File: config.mk
export PLATFORM = sky130hd
export DESIGN_NAME = stepper_speed_to_timer_top
export DESIGN_NICKNAME = d
export VERILOG_FILES = /design/src/rtl/sstt_pkg.sv /design/src/rtl/sstt_front.sv /design/src/rtl/sstt_fifo.sv /design/src/rtl/sstt_back.sv /design/src/rtl/stepper_speed_to_timer_top.sv
export VERILOG_INCLUDE_DIRS = /design/src /design/src/rtl
export SDC_FILE = /design/constraint.sdc
export NUM_CORES = 2
export LEC_CHECK = 0
export BUFFER_PORTS_ARGS = -buffer_cell sky130_fd_sc_hd__clkbuf_2
export CORE_MARGIN = 10
export CORE_UTILIZATION = 55
export DETAILED_ROUTE_END_ITERATION = 16
export PLACE_DENSITY_LB_ADDON = 0.15
export SKIP_LAST_GASP = 1
export SYNTH_ARGS = -nofsm -noshare
export SYNTH_HDL_FRONTEND = slang
export SYNTH_SLANG_ARGS = --single-unit
File: constraint.sdc
create_clock -name i_clk -period 9.2 [get_ports i_clk]
set_input_delay 0.92 -clock i_clk [delete_from_list [all_inputs] [get_ports i_clk]]
set_output_delay 0.92 -clock i_clk [all_outputs]
set_load 0.02 [all_outputs]
File: src/rtl/stepper_speed_to_timer_top_macros.svh
// assertion macros for the stepper speed to timer block
`ifndef STEPPER_SPEED_TO_TIMER_TOP_MACROS_SVH
`define STEPPER_SPEED_TO_TIMER_TOP_MACROS_SVH

// same-cycle implication, disabled during reset
`define SSTT_ASSERT_IMPL(label, ante, cons) \
    label: assert property (@(posedge i_clk) disable iff (!i_rst_n) (ante) |-> (cons)) \
        else $error("sstt assertion failed");

// next-cycle implication, disabled during reset
`define SSTT_ASSERT_NEXT(label, ante, cons) \
    label: assert property (@(posedge i_clk) disable iff (!i_rst_n) (ante) |=> (cons)) \
        else $error("sstt assertion failed");

`endif

File: src/rtl/sstt_pkg.sv
// types, constants and codes shared by the stepper speed to timer block
`timescale 1ns / 1ps
`default_nettype none

package sstt_pkg;

    localparam int MAX_COUNT       = 255;
    localparam int SPEED_FRAC_BITS = 8;

    localparam int SPEED_W = 24;
    localparam int THR_W   = 23;
    localparam int SPR_W   = 16;
    localparam int CLK_W   = 30;
    localparam int TOP_W   = 8;
    localparam int CFG_IDX_W = 3;

    localparam int MAG_W       = SPEED_W;
    localparam int PROD_W      = MAG_W + SPR_W;
    localparam int PSHIFT_MAX  = 10;
    localparam int DEN_W       = PROD_W + PSHIFT_MAX;
    localparam int NUM_MULT    = 30;
    localparam int NUM_W       = CLK_W + 5 + SPEED_FRAC_BITS;
    localparam int REM_W       = ((NUM_W + 1 > DEN_W) ? NUM_W + 1 : DEN_W) + 1;
    localparam int QBITS       = $clog2(MAX_COUNT + 2);
    localparam int DS_W        = REM_W + QBITS;

    localparam int FIFO_DEPTH = 4;
    localparam int FIFO_AW    = $clog2(FIFO_DEPTH);

    localparam logic [THR_W-1:0] THR1024_RESET = THR_W'(15360);
    localparam logic [THR_W-1:0] THR256_RESET  = THR_W'(61440);
    localparam logic [THR_W-1:0] THR64_RESET   = THR_W'(245760);
    localparam logic [SPR_W-1:0] SPR_RESET     = SPR_W'(3200);
    localparam logic [CLK_W-1:0] CLK_RESET     = CLK_W'(16000000);

    typedef enum logic [CFG_IDX_W-1:0] {
        CFG_THR1024 = 3'd0,
        CFG_THR256  = 3'd1,
        CFG_THR64   = 3'd2,
        CFG_SPR     = 3'd3,
        CFG_CLK     = 3'd4
    } t_cfg_idx;

    typedef enum logic [1:0] {
        PSEL_DIV8    = 2'd0,
        PSEL_DIV64   = 2'd1,
        PSEL_DIV256  = 2'd2,
        PSEL_DIV1024 = 2'd3
    } t_psel;

    typedef struct packed {
        logic signed [SPEED_W-1:0] speed_rpm;
        logic                      motor_index;
    } t_in_req;

    typedef struct packed {
        logic             direction;
        t_psel            prescaler_select;
        logic [TOP_W-1:0] compare_top;
        logic             clamped_high;
        logic             clamped_low;
    } t_out_rsp;

    typedef struct packed {
        logic              dir;
        t_psel             sel;
        logic [PROD_W-1:0] prod;
    } t_cmd;

    // numerator of the period: clock * 30 scaled by the speed fraction
    function automatic logic [NUM_W-1:0] calc_num(input logic [CLK_W-1:0] clk_hz);
        logic [NUM_W-1:0] prod;
        prod = NUM_W'(clk_hz) * NUM_W'(NUM_MULT);
        return prod << SPEED_FRAC_BITS;
    endfunction

endpackage

`default_nettype wire

File: src/rtl/sstt_front.sv
// front end: config registers, request intake, direction and prescaler pick, product
`timescale 1ns / 1ps
`default_nettype none

module sstt_front
    import sstt_pkg::*;
(
    input  wire logic                 i_clk,
    input  wire logic                 i_rst_n,
    input  wire logic                 i_cfg_valid,
    output logic                      o_cfg_ready,
    input  wire logic [CFG_IDX_W-1:0] i_cfg_index,
    input  wire logic [CLK_W-1:0]     i_cfg_data,
    input  wire logic                 i_in_valid,
    output logic                      o_in_ready,
    input  wire t_in_req              i_in_req,
    output logic                      o_cmd_valid,
    input  wire logic                 i_cmd_ready,
    output t_cmd                      o_cmd,
    output logic [NUM_W-1:0]          o_num
);

    logic [THR_W-1:0] r_thr1024;
    logic [THR_W-1:0] r_thr256;
    logic [THR_W-1:0] r_thr64;
    logic [SPR_W-1:0] r_spr;
    logic [NUM_W-1:0] r_num;
    logic             r_v;
    t_cmd             r_cmd;
    t_cmd             n_cmd;
    logic             neg;
    logic [MAG_W-1:0] mag;

    assign o_cfg_ready = 1'b1;
    assign o_in_ready  = !r_v || i_cmd_ready;
    assign o_cmd_valid = r_v;
    assign o_cmd       = r_cmd;
    assign o_num       = r_num;

    always_ff @(posedge i_clk) begin
        if (!i_rst_n) begin
            r_thr1024 <= THR1024_RESET;
            r_thr256  <= THR256_RESET;
            r_thr64   <= THR64_RESET;
            r_spr     <= SPR_RESET;
            r_num     <= calc_num(CLK_RESET);
        end else if (i_cfg_valid) begin
            case (i_cfg_index)
                CFG_THR1024: r_thr1024 <= i_cfg_data[THR_W-1:0];
                CFG_THR256:  r_thr256  <= i_cfg_data[THR_W-1:0];
                CFG_THR64:   r_thr64   <= i_cfg_data[THR_W-1:0];
                CFG_SPR:     r_spr     <= i_cfg_data[SPR_W-1:0];
                CFG_CLK:     r_num     <= calc_num(i_cfg_data);
                default: ;
            endcase
        end
    end

    always_comb begin
        neg = i_in_req.speed_rpm[SPEED_W-1];
        // two's complement of the most negative value wraps to 2^23, as wanted
        mag = neg ? MAG_W'(~i_in_req.speed_rpm) + MAG_W'(1) : MAG_W'(i_in_req.speed_rpm);
        n_cmd.dir = !neg ^ i_in_req.motor_index;
        if (mag <= MAG_W'(r_thr1024)) begin
            n_cmd.sel = PSEL_DIV1024;
        end else if (mag <= MAG_W'(r_thr256)) begin
            n_cmd.sel = PSEL_DIV256;
        end else if (mag <= MAG_W'(r_thr64)) begin
            n_cmd.sel = PSEL_DIV64;
        end else begin
            n_cmd.sel = PSEL_DIV8;
        end
        n_cmd.prod = PROD_W'(mag) * PROD_W'(r_spr);
    end

    always_ff @(posedge i_clk) begin
        if (!i_rst_n) begin
            r_v <= 1'b0;
        end else if (o_in_ready) begin
            r_v <= i_in_valid;
        end
    end

    always_ff @(posedge i_clk) begin
        if (o_in_ready && i_in_valid) begin
            r_cmd <= n_cmd;
        end
    end

endmodule

`default_nettype wire

File: src/rtl/sstt_fifo.sv
// short queue of classified requests between front and back
`timescale 1ns / 1ps
`default_nettype none

module sstt_fifo
    import sstt_pkg::*;
(
    input  wire logic i_clk,
    input  wire logic i_rst_n,
    input  wire logic i_wr_valid,
    output logic      o_wr_ready,
    input  wire t_cmd i_wr_data,
    output logic      o_rd_valid,
    input  wire logic i_rd_ready,
    output t_cmd      o_rd_data
);

    t_cmd               r_mem [FIFO_DEPTH];
    logic [FIFO_AW-1:0] r_wr_ptr;
    logic [FIFO_AW-1:0] r_rd_ptr;
    logic [FIFO_AW:0]   r_count;
    logic               wr_en;
    logic               rd_en;

    assign o_wr_ready = r_count != (FIFO_AW + 1)'(FIFO_DEPTH);
    assign o_rd_valid = r_count != '0;
    assign o_rd_data  = r_mem[r_rd_ptr];
    assign wr_en      = i_wr_valid && o_wr_ready;
    assign rd_en      = o_rd_valid && i_rd_ready;

    always_ff @(posedge i_clk) begin
        if (!i_rst_n) begin
            r_wr_ptr <= '0;
            r_rd_ptr <= '0;
            r_count  <= '0;
        end else begin
            if (wr_en) begin
                r_wr_ptr <= r_wr_ptr + FIFO_AW'(1);
            end
            if (rd_en) begin
                r_rd_ptr <= r_rd_ptr + FIFO_AW'(1);
            end
            if (wr_en && !rd_en) begin
                r_count <= r_count + (FIFO_AW + 1)'(1);
            end else if (rd_en && !wr_en) begin
                r_count <= r_count - (FIFO_AW + 1)'(1);
            end
        end
    end

    always_ff @(posedge i_clk) begin
        if (wr_en) begin
            r_mem[r_wr_ptr] <= i_wr_data;
        end
    end

endmodule

`default_nettype wire

File: src/rtl/sstt_back.sv
// back end: pipelined rounding divider, saturation and result register
`timescale 1ns / 1ps
`default_nettype none

module sstt_back
    import sstt_pkg::*;
(
    input  wire logic             i_clk,
    input  wire logic             i_rst_n,
    input  wire logic [NUM_W-1:0] i_num,
    input  wire logic             i_cmd_valid,
    output logic                  o_cmd_ready,
    input  wire t_cmd             i_cmd,
    output logic                  o_out_valid,
    input  wire logic             i_out_ready,
    output t_out_rsp              o_out_rsp
);

    typedef struct packed {
        logic [REM_W-1:0] rem;
        logic [REM_W-1:0] d;
        logic [QBITS-1:0] q;
        logic             sat;
        logic             dir;
        t_psel            sel;
    } t_div;

    function automatic t_div div_step(input t_div s, input int unsigned k);
        logic [DS_W-1:0] dsh;
        logic            ge;
        t_div            r;
        dsh = DS_W'(s.d) << k;
        ge  = DS_W'(s.rem) >= dsh;
        r   = s;
        if (ge) begin
            r.rem = s.rem - dsh[REM_W-1:0];
        end
        r.q = {s.q[QBITS-2:0], ge};
        return r;
    endfunction

    t_div             r_st [QBITS];
    logic             r_v  [QBITS];
    logic             r_out_v;
    t_out_rsp         r_rsp;
    logic             adv  [QBITS+1];
    t_div             n_st0;
    t_div             last;
    t_out_rsp         n_rsp;
    logic [DEN_W-1:0] den;
    logic [3:0]       shamt;

    always_comb begin
        adv[QBITS] = !r_out_v || i_out_ready;
        for (int s = QBITS - 1; s >= 0; s--) begin
            adv[s] = !r_v[s] || adv[s+1];
        end
    end

    assign o_cmd_ready = adv[0];
    assign o_out_valid = r_out_v;
    assign o_out_rsp   = r_rsp;

    // denominator and rounded numerator: q = (2*num + den) / (2*den)
    always_comb begin
        unique case (i_cmd.sel)
            PSEL_DIV8:    shamt = 4'd3;
            PSEL_DIV64:   shamt = 4'd6;
            PSEL_DIV256:  shamt = 4'd8;
            PSEL_DIV1024: shamt = 4'd10;
            default:      shamt = 4'd3;
        endcase
        den       = DEN_W'(i_cmd.prod) << shamt;
        n_st0.rem = REM_W'({i_num, 1'b0}) + REM_W'(den);
        n_st0.d   = REM_W'({den, 1'b0});
        n_st0.q   = '0;
        // zero denominator also lands here
        n_st0.sat = DS_W'(n_st0.rem) >= (DS_W'(n_st0.d) << QBITS);
        n_st0.dir = i_cmd.dir;
        n_st0.sel = i_cmd.sel;
    end

    always_comb begin
        last                   = div_step(r_st[QBITS-1], 0);
        n_rsp.direction        = last.dir;
        n_rsp.prescaler_select = last.sel;
        n_rsp.clamped_high     = last.sat || (last.q > QBITS'(MAX_COUNT + 1));
        n_rsp.clamped_low      = !n_rsp.clamped_high && (last.q == '0);
        if (n_rsp.clamped_high) begin
            n_rsp.compare_top = TOP_W'(MAX_COUNT);
        end else if (n_rsp.clamped_low) begin
            n_rsp.compare_top = '0;
        end else begin
            n_rsp.compare_top = TOP_W'(last.q - QBITS'(1));
        end
    end

    always_ff @(posedge i_clk) begin
        if (!i_rst_n) begin
            for (int s = 0; s < QBITS; s++) begin
                r_v[s] <= 1'b0;
            end
            r_out_v <= 1'b0;
        end else begin
            if (adv[0]) begin
                r_v[0] <= i_cmd_valid;
            end
            for (int s = 1; s < QBITS; s++) begin
                if (adv[s]) begin
                    r_v[s] <= r_v[s-1];
                end
            end
            if (adv[QBITS]) begin
                r_out_v <= r_v[QBITS-1];
            end
        end
    end

    always_ff @(posedge i_clk) begin
        if (adv[0]) begin
            r_st[0] <= n_st0;
        end
        for (int s = 1; s < QBITS; s++) begin
            if (adv[s]) begin
                r_st[s] <= div_step(r_st[s-1], QBITS - s);
            end
        end
        if (adv[QBITS]) begin
            r_rsp <= n_rsp;
        end
    end

endmodule

`default_nettype wire

File: src/rtl/stepper_speed_to_timer_top.sv
// throughput: one request per cycle while the output is not stalled, set by the nine-stage divider pipeline
// front register, 4-entry queue, divider stage per quotient bit, result register
// reset: synchronous active low, clears valids and loads default config values
// config writes take effect at once and are always accepted
`timescale 1ns / 1ps
`default_nettype none
`include "stepper_speed_to_timer_top_macros.svh"

module stepper_speed_to_timer_top
    import sstt_pkg::*;
(
    input  wire logic                 i_clk,
    input  wire logic                 i_rst_n,
    input  wire logic                 i_cfg_valid,
    output logic                      o_cfg_ready,
    input  wire logic [CFG_IDX_W-1:0] i_cfg_index,
    input  wire logic [CLK_W-1:0]     i_cfg_data,
    input  wire logic                 i_in_valid,
    output logic                      o_in_ready,
    input  wire t_in_req              i_in_req,
    output logic                      o_out_valid,
    input  wire logic                 i_out_ready,
    output t_out_rsp                  o_out_rsp
);

    logic             fr_valid;
    logic             fr_ready;
    t_cmd             fr_cmd;
    logic             bk_valid;
    logic             bk_ready;
    t_cmd             bk_cmd;
    logic [NUM_W-1:0] num;
    logic             rsp_hi;
    logic             rsp_lo;
    logic [TOP_W-1:0] rsp_top;

    assign rsp_hi  = o_out_rsp.clamped_high;
    assign rsp_lo  = o_out_rsp.clamped_low;
    assign rsp_top = o_out_rsp.compare_top;

    sstt_front u_front (
        .i_clk       (i_clk),
        .i_rst_n     (i_rst_n),
        .i_cfg_valid (i_cfg_valid),
        .o_cfg_ready (o_cfg_ready),
        .i_cfg_index (i_cfg_index),
        .i_cfg_data  (i_cfg_data),
        .i_in_valid  (i_in_valid),
        .o_in_ready  (o_in_ready),
        .i_in_req    (i_in_req),
        .o_cmd_valid (fr_valid),
        .i_cmd_ready (fr_ready),
        .o_cmd       (fr_cmd),
        .o_num       (num)
    );

    sstt_fifo u_fifo (
        .i_clk      (i_clk),
        .i_rst_n    (i_rst_n),
        .i_wr_valid (fr_valid),
        .o_wr_ready (fr_ready),
        .i_wr_data  (fr_cmd),
        .o_rd_valid (bk_valid),
        .i_rd_ready (bk_ready),
        .o_rd_data  (bk_cmd)
    );

    sstt_back u_back (
        .i_clk       (i_clk),
        .i_rst_n     (i_rst_n),
        .i_num       (num),
        .i_cmd_valid (bk_valid),
        .o_cmd_ready (bk_ready),
        .i_cmd       (bk_cmd),
        .o_out_valid (o_out_valid),
        .i_out_ready (i_out_ready),
        .o_out_rsp   (o_out_rsp)
    );

    `SSTT_ASSERT_IMPL(a_flags_exclusive, o_out_valid, !(rsp_hi && rsp_lo))
    `SSTT_ASSERT_IMPL(a_high_is_max, o_out_valid && rsp_hi, rsp_top == TOP_W'(MAX_COUNT))
    `SSTT_ASSERT_IMPL(a_low_is_zero, o_out_valid && rsp_lo, rsp_top == '0)
    `SSTT_ASSERT_NEXT(a_queue_drains, bk_valid && bk_ready && !fr_valid, fr_ready)

endmodule

`default_nettype wire

* Word level (Yosys, flattened, before mapping) *
Memories as Yosys holds them, arrays and structs flattened. A register that Yosys moved wholly into a read port is not among the register bits.
Cells that the tools add are included.

cells by class
  $add $sub $neg = 15
  magnitude comparators = 14
  bitwise logic cells = 11
  multiply operators = 2
  shift operators = 1
  muxes and demuxes = 73
  reductions and logical operators = 44
  equality and inequality tests = 8

operator list
  cell                                                 count
  two-way mux 51 bit                                   16
  subtractor 51 bit                                    8
  <= comparator 24 x 23 -> 1 bit                       3
  greater-or-equal comparator 51 x 60 -> 1 bit         1
  greater-or-equal comparator 51 x 59 -> 1 bit         1
  greater-or-equal comparator 51 x 58 -> 1 bit         1
  greater-or-equal comparator 51 x 57 -> 1 bit         1
  greater-or-equal comparator 51 x 56 -> 1 bit         1
  greater-or-equal comparator 51 x 55 -> 1 bit         1
  greater-or-equal comparator 51 x 54 -> 1 bit         1
  greater-or-equal comparator 51 x 53 -> 1 bit         1
  greater-or-equal comparator 51 x 52 -> 1 bit         1
  adder 44 x 50 -> 51 bit                              1
  greater-or-equal comparator 51 bit                   1
  two-way mux 1 bit                                    50
  << shifter 40 x 4 -> 50 bit                          1
  multiplier 24 x 16 -> 40 bit                         1
  multiplier 30 x 4 -> 34 bit (second input constant)  1
  adder 24 x 2 -> 24 bit (second input constant)       1
  two-way mux 24 bit                                   1
  inverter 24 bit                                      1
  case mux 4 bit (4 select lines)                      1
  logical NOT 1 bit                                    15
  logical OR 1 bit                                     12
  other kinds (24)                                     46

storage, ports and cells
  bits in writable memories = 1216
  logic and storage cells = 190
  flip-flop bits (word level) = 184
  memories kept = 3
  output and inout bits = 16
  bits of input ports = 63

memory list
  memory        depth  width  read ports  clocked after Yosys merged registers in  wr ports  line             RTL
  u_back.r_st   9      115    9           0                                        9         sstt_back.sv:42  t_div r_st [QBITS];
  u_fifo.r_mem  4      43     1           1                                        1         sstt_fifo.sv:18  t_cmd r_mem [FIFO_DEPTH];
  u_back.r_v    9      1      9           0                                        9         sstt_back.sv:43  logic r_v [QBITS];

* Depth between registers and ports, before layout *
  depth after elaboration = 15
  depth in mapped cells = 35
  depth with buffers taken out = 31

* Hierarchy *
Synthesis repeated with hierarchy kept, for this count alone.

second synthesis, totals
  cells, all modules = 8586
  area, all modules = 91297.6 µm²

modules (own cells, without submodules)
  module      seq. area each (µm²)  times used  cells each  area each (µm²)
  sstt_back   29868.6               1           5707        61611.6
  sstt_front  3693.5                1           2606        22930.7
  sstt_fifo   5345.1                1           273         6755.2

* Worst setup path before layout *
Ideal clock, no wire load.

  path kind = input to register
  start = in i_in_req[1] (netlist bit)
  end = reg u_front.r_cmd, in the netlist u_front.o_cmd[38], data pin
  setup slack = 641 ps
  data arrival time = 8301 ps
  required time = 8942 ps
  cell stages on the path = 29
  path buffers = 2
  setup time = 258 ps
  cells stage by stage = clkbuf_1 > inv_1 > ha_1 > nand3_1 > or3_1 > o41ai_1 > xnor2_1 > clkbuf_1 > nand2_1 > fa_1 > fa_1 > fa_1 > inv_1 > fa_1 > fa_1 > inv_1 > fa_1 > inv_1 > ha_1 > a21oi_1 > nand2_1 > a221o_1 > a32oi_1 > a31oi_1 > a41o_1 > o211a_1 > a211o_1 > a21oi_1 > xnor2_1

RTL lines
  what                    line                              RTL
  start: declaration      stepper_speed_to_timer_top.sv:20  input wire t_in_req i_in_req,
  end signal: assignment  sstt_front.sv:86                  r_cmd <= n_cmd;
  end: declaration        sstt_front.sv:29                  t_cmd r_cmd;

==> results.json <==
{
  "drc": 0,
  "vias": 61634,
  "hold_viol_final": 0,
  "yosysWarnings": 0,
  "synth-simple-area-share_pct": 11.94,
  "post-cts-setup-buffers": 0,
  "dr.pass1.iters": 6,
  "die_h_um": 419.3,
  "synth_top_area_share_pct": 39.85,
  "outcome": "finished, final reports clean",
  "drv_cap": 0,
  "grt_pass1_vias": 63702,
  "rows": 146,
  "hpwl_um": 190300,
  "synth_mux_area_share_pct": 2.585,
  "htree_levels": 4,
  "cp-end-kind": "flop",
  "synth_compound_area_share_pct": 13.97,
  "die_area_um2": 175900,
  "synth-main-ff-cell": "edfxtp_1",
  "worstSetupStartpointType": "primary input",
  "synth_edf_count": 1164,
  "holdPathStages": 0,
  "netlist_instances": 8380,
  "io_buffers": 77,
  "cts_sinks": 1294,
  "nets": 9642,
  "setup_viol": 0,
  "synth_area_leaders": "edfxtp_1 (40%), ha_1 (10%), fa_1 (8.5%)",
  "setup_tns_ns": 0,
  "path_common_cell": "fa_1",
  "reg2reg_depth": 32,
  "min-delay-start": "u_back.r_st[0][814]$_DFFE_PP_",
  "cp.required_ns": 9.77,
  "synthXorXnorAreaFrac_pct": 4.473,
  "cp_slowest_cell": "nor4_1",
  "via_per_inst": 5.769,
  "fin_crit_sh_pct": 91.20,
  "worst_pin_slew_ns": 1.261,
  "ys_types": 99,
  "coreArea_um2": 158400,
  "avgRoutedWirePerCell_um": 22.20,
  "syn2layout_area_growth_pct": 9.393,
  "rsz0062_at_grt": "false",
  "fp.dieW_um": 419.3,
  "cts_tree": "built",
  "root_buffer": "clkbuf_16",
  "synth_seq_cells": 1294,
  "io_pins": 79,
  "critical_path_class": "primary input to flop",
  "slew_headroom_pct": 15.44,
  "grtUsageTotal_pct": 26.94,
  "clk_latency_ns": 0.82,
  "synth.cell_area_um2": 87710,
  "clockBufferDepth": 3,
  "yosysTopAreaCell": "edfxtp_1",
  "postCtsHoldBufs": 0,
  "ctsResizeCount": 0,
  "ant_nets": 0,
  "drive_gt1_share_pct": 7.944,
  "synth_top_family_by_area": "adder cells",
  "antenna_found_initial": 2,
  "period_needed_ns": 8.390,
  "drt_iter0_markers": 3675,
  "cp.arrival_ns": 8.96,
  "clock.fmax_ghz": 0.1192,
  "r2r-end": "u_back.r_st[0][3]$_DFFE_PN_",
  "overflow": 0,
  "synthArstFlopShare_pct": 0,
  "r2r_slack_ns": 0.97,
  "gp_congestion": 0.9805,
  "min_to": "u_back.r_st[0][930]$_DFFE_PP_",
  "start_util_pct": 55.38,
  "clk_pin_slew_worst_paths_ns": 0.06,
  "postSynthAreaPerCell_um2": 10.47,
  "crit_fanout": 12,
  "final-max-slew-violation-count": 0,
  "finClkSkew_ns": 0.05693,
  "cts_made_buffers": 146,
  "grt_max_degree": 89,
  "grt_pass1_wl_um": 365200,
  "seq_area_frac_synth_pct": 42.82,
  "max_stage_delay_ns": 0.54,
  "hp-class": "flop to flop",
  "synthAdderAreaFrac_pct": 18.68,
  "drt-total-wl_um": 237200,
  "fillers": 13092
}
-- through the flow --
step                utilization [%]  worst slack [ns]  hold WS (ns)  cell area, um^2  std cells
global route                  60.58            0.4090        0.4090            95950      10683
floorplan                         -            0.6412        0.4003            87730       8385
CTS                           60.58            0.7925        0.3700            95950      10682
finish                        60.58            0.8095        0.4067            95950      10683
detailed placement            57.44          -0.07473        0.4045            90970      10417
global placement              57.44           0.06668        0.4011            90970      10417
-- layout make-up --
class / count / area (um^2) / share of cell area (%)
clock inverters: 88 / 1157 / 1.206
multi-input cells: 5833 / 45580 / 47.50
well taps: 2072 / 2592 / 2.702
repair buffers: 223 / 1496 / 1.560
flip-flops and latches: 1294 / 37560 / 39.14
inverters: 995 / 3747 / 3.905
clock buffers: 177 / 3821 / 3.982
diodes: 1 / 2.502 / 0.002608
-- cells in the final DEF (no fill, tap or decap), types with 52 or more instances in the layout --
master     instances
a21boi_0          92
a21o_1           260
a21oi_1          497
a31oi_1           68
and2_1           214
and3_1            64
buf_4            146
clkbuf_16        147
clkbuf_2          76
dfxtp_1          128
edfxtp_1        1164
fa_1             373
ha_1             713
inv_1            989
mux2_2            58
nand2_1          948
nand2b_1          76
nand3_1          129
nand4_1          104
nor2_1           321
nor2b_1           92
nor3_1            90
o211ai_1          52
o21a_1            70
o21ai_0          512
o21bai_1          64
xnor2_1          258
xor2_1           190
-- logic make-up after synthesis --
group,after synthesis
AOI/OAI and AO/OA,1936
xor gates and xnor gates,448
adders and majority gates,1086
buffers and inverters,1258
DFF,1294
muxes,150
other,2
and+or+nand+nor,2206
-- worst max path at each step --
stage                start                           to  slack [ns]  cells after the start
4_1_cts        i_in_req[8]  u_front.o_cmd[39]$_DFFE_PP_        0.79                     29
5_1_grt        i_in_req[8]  u_front.o_cmd[39]$_DFFE_PP_        0.41                     29
3_5_place_dp   i_in_req[8]  u_front.o_cmd[39]$_DFFE_PP_       -0.07                     29
6_report       i_in_req[8]  u_front.o_cmd[38]$_DFFE_PP_        0.81                     28
2_1_floorplan  i_in_req[1]  u_front.o_cmd[38]$_DFFE_PP_        0.64                     29
3_3_place_gp   i_in_req[8]  u_front.o_cmd[39]$_DFFE_PP_        0.07                     29
-- routing by layer --
metal / vias to the layer above / part of all wire (%) / track usage (%)
li1: 29817 / - / -
met1: 29708 / 35 / 27.23
met2: 1476 / 52 / 49.80
met3: 633 / 3.2 / 3.032
met4: 0 / 9.6 / 21.86
met5: - / 0 / 0
-- worst max-delay path, delay by kind of cell --
family	cells	cell delay, ns
adders and majority gates	7	3.47
buffers and inverters	6	0.53
AOI/OAI and AO/OA	7	1.88
and+or+nand+nor	6	1.81
xor gates and xnor gates	2	0.34
-- synthesized netlist by cell type (12+ instances only) --
cell type	instances
clkbuf_1	205
nor3_1	90
o31a_1	12
mux2_2	58
a21o_1	260
buf_2	36
a21boi_0	92
and4_1	19
and3_1	64
nor2_1	321
ha_1	713
a41oi_1	14
o21a_1	70
nand4_1	104
nor2b_1	92
xnor2_1	258
a211o_1	17
or3_1	35
edfxtp_1	1164
mux4_2	41
o21ai_0	514
mux2i_1	15
mux2_4	36
fa_1	373
and2_1	218
xor2_1	190
nand3_1	130
o21ai_1	14
a211oi_1	40
nand2_1	952
a31oi_1	69
nand2b_1	76
or4_1	12
inv_1	994
a2111oi_0	14
o21bai_1	64
a221oi_1	17
nor4_1	34
o31ai_1	66
a21oi_1	497
o211ai_1	52
or2_2	25
dfxtp_1	130
-- state kept, by name, indices dropped and copies added, names as in the netlist, named ones only --
register             cells
u_front.o_cmd_valid      1
u_front.r_thr256        23
u_back.r_v               9
u_front.r_thr1024       23
u_back.o_out_valid       1
u_front.o_num           34
u_fifo.r_wr_ptr          2
u_fifo.r_rd_ptr          2
u_fifo.r_count           3
u_front.r_spr           16
u_back.o_out_rsp        13
u_front.o_cmd           43
u_front.r_thr64         23
u_back.r_st            927
u_fifo.r_mem           172
Power is left out: the tool's default activity adds up to more than one toggle a clock period on the data nets, which glitch-free logic cannot reach.
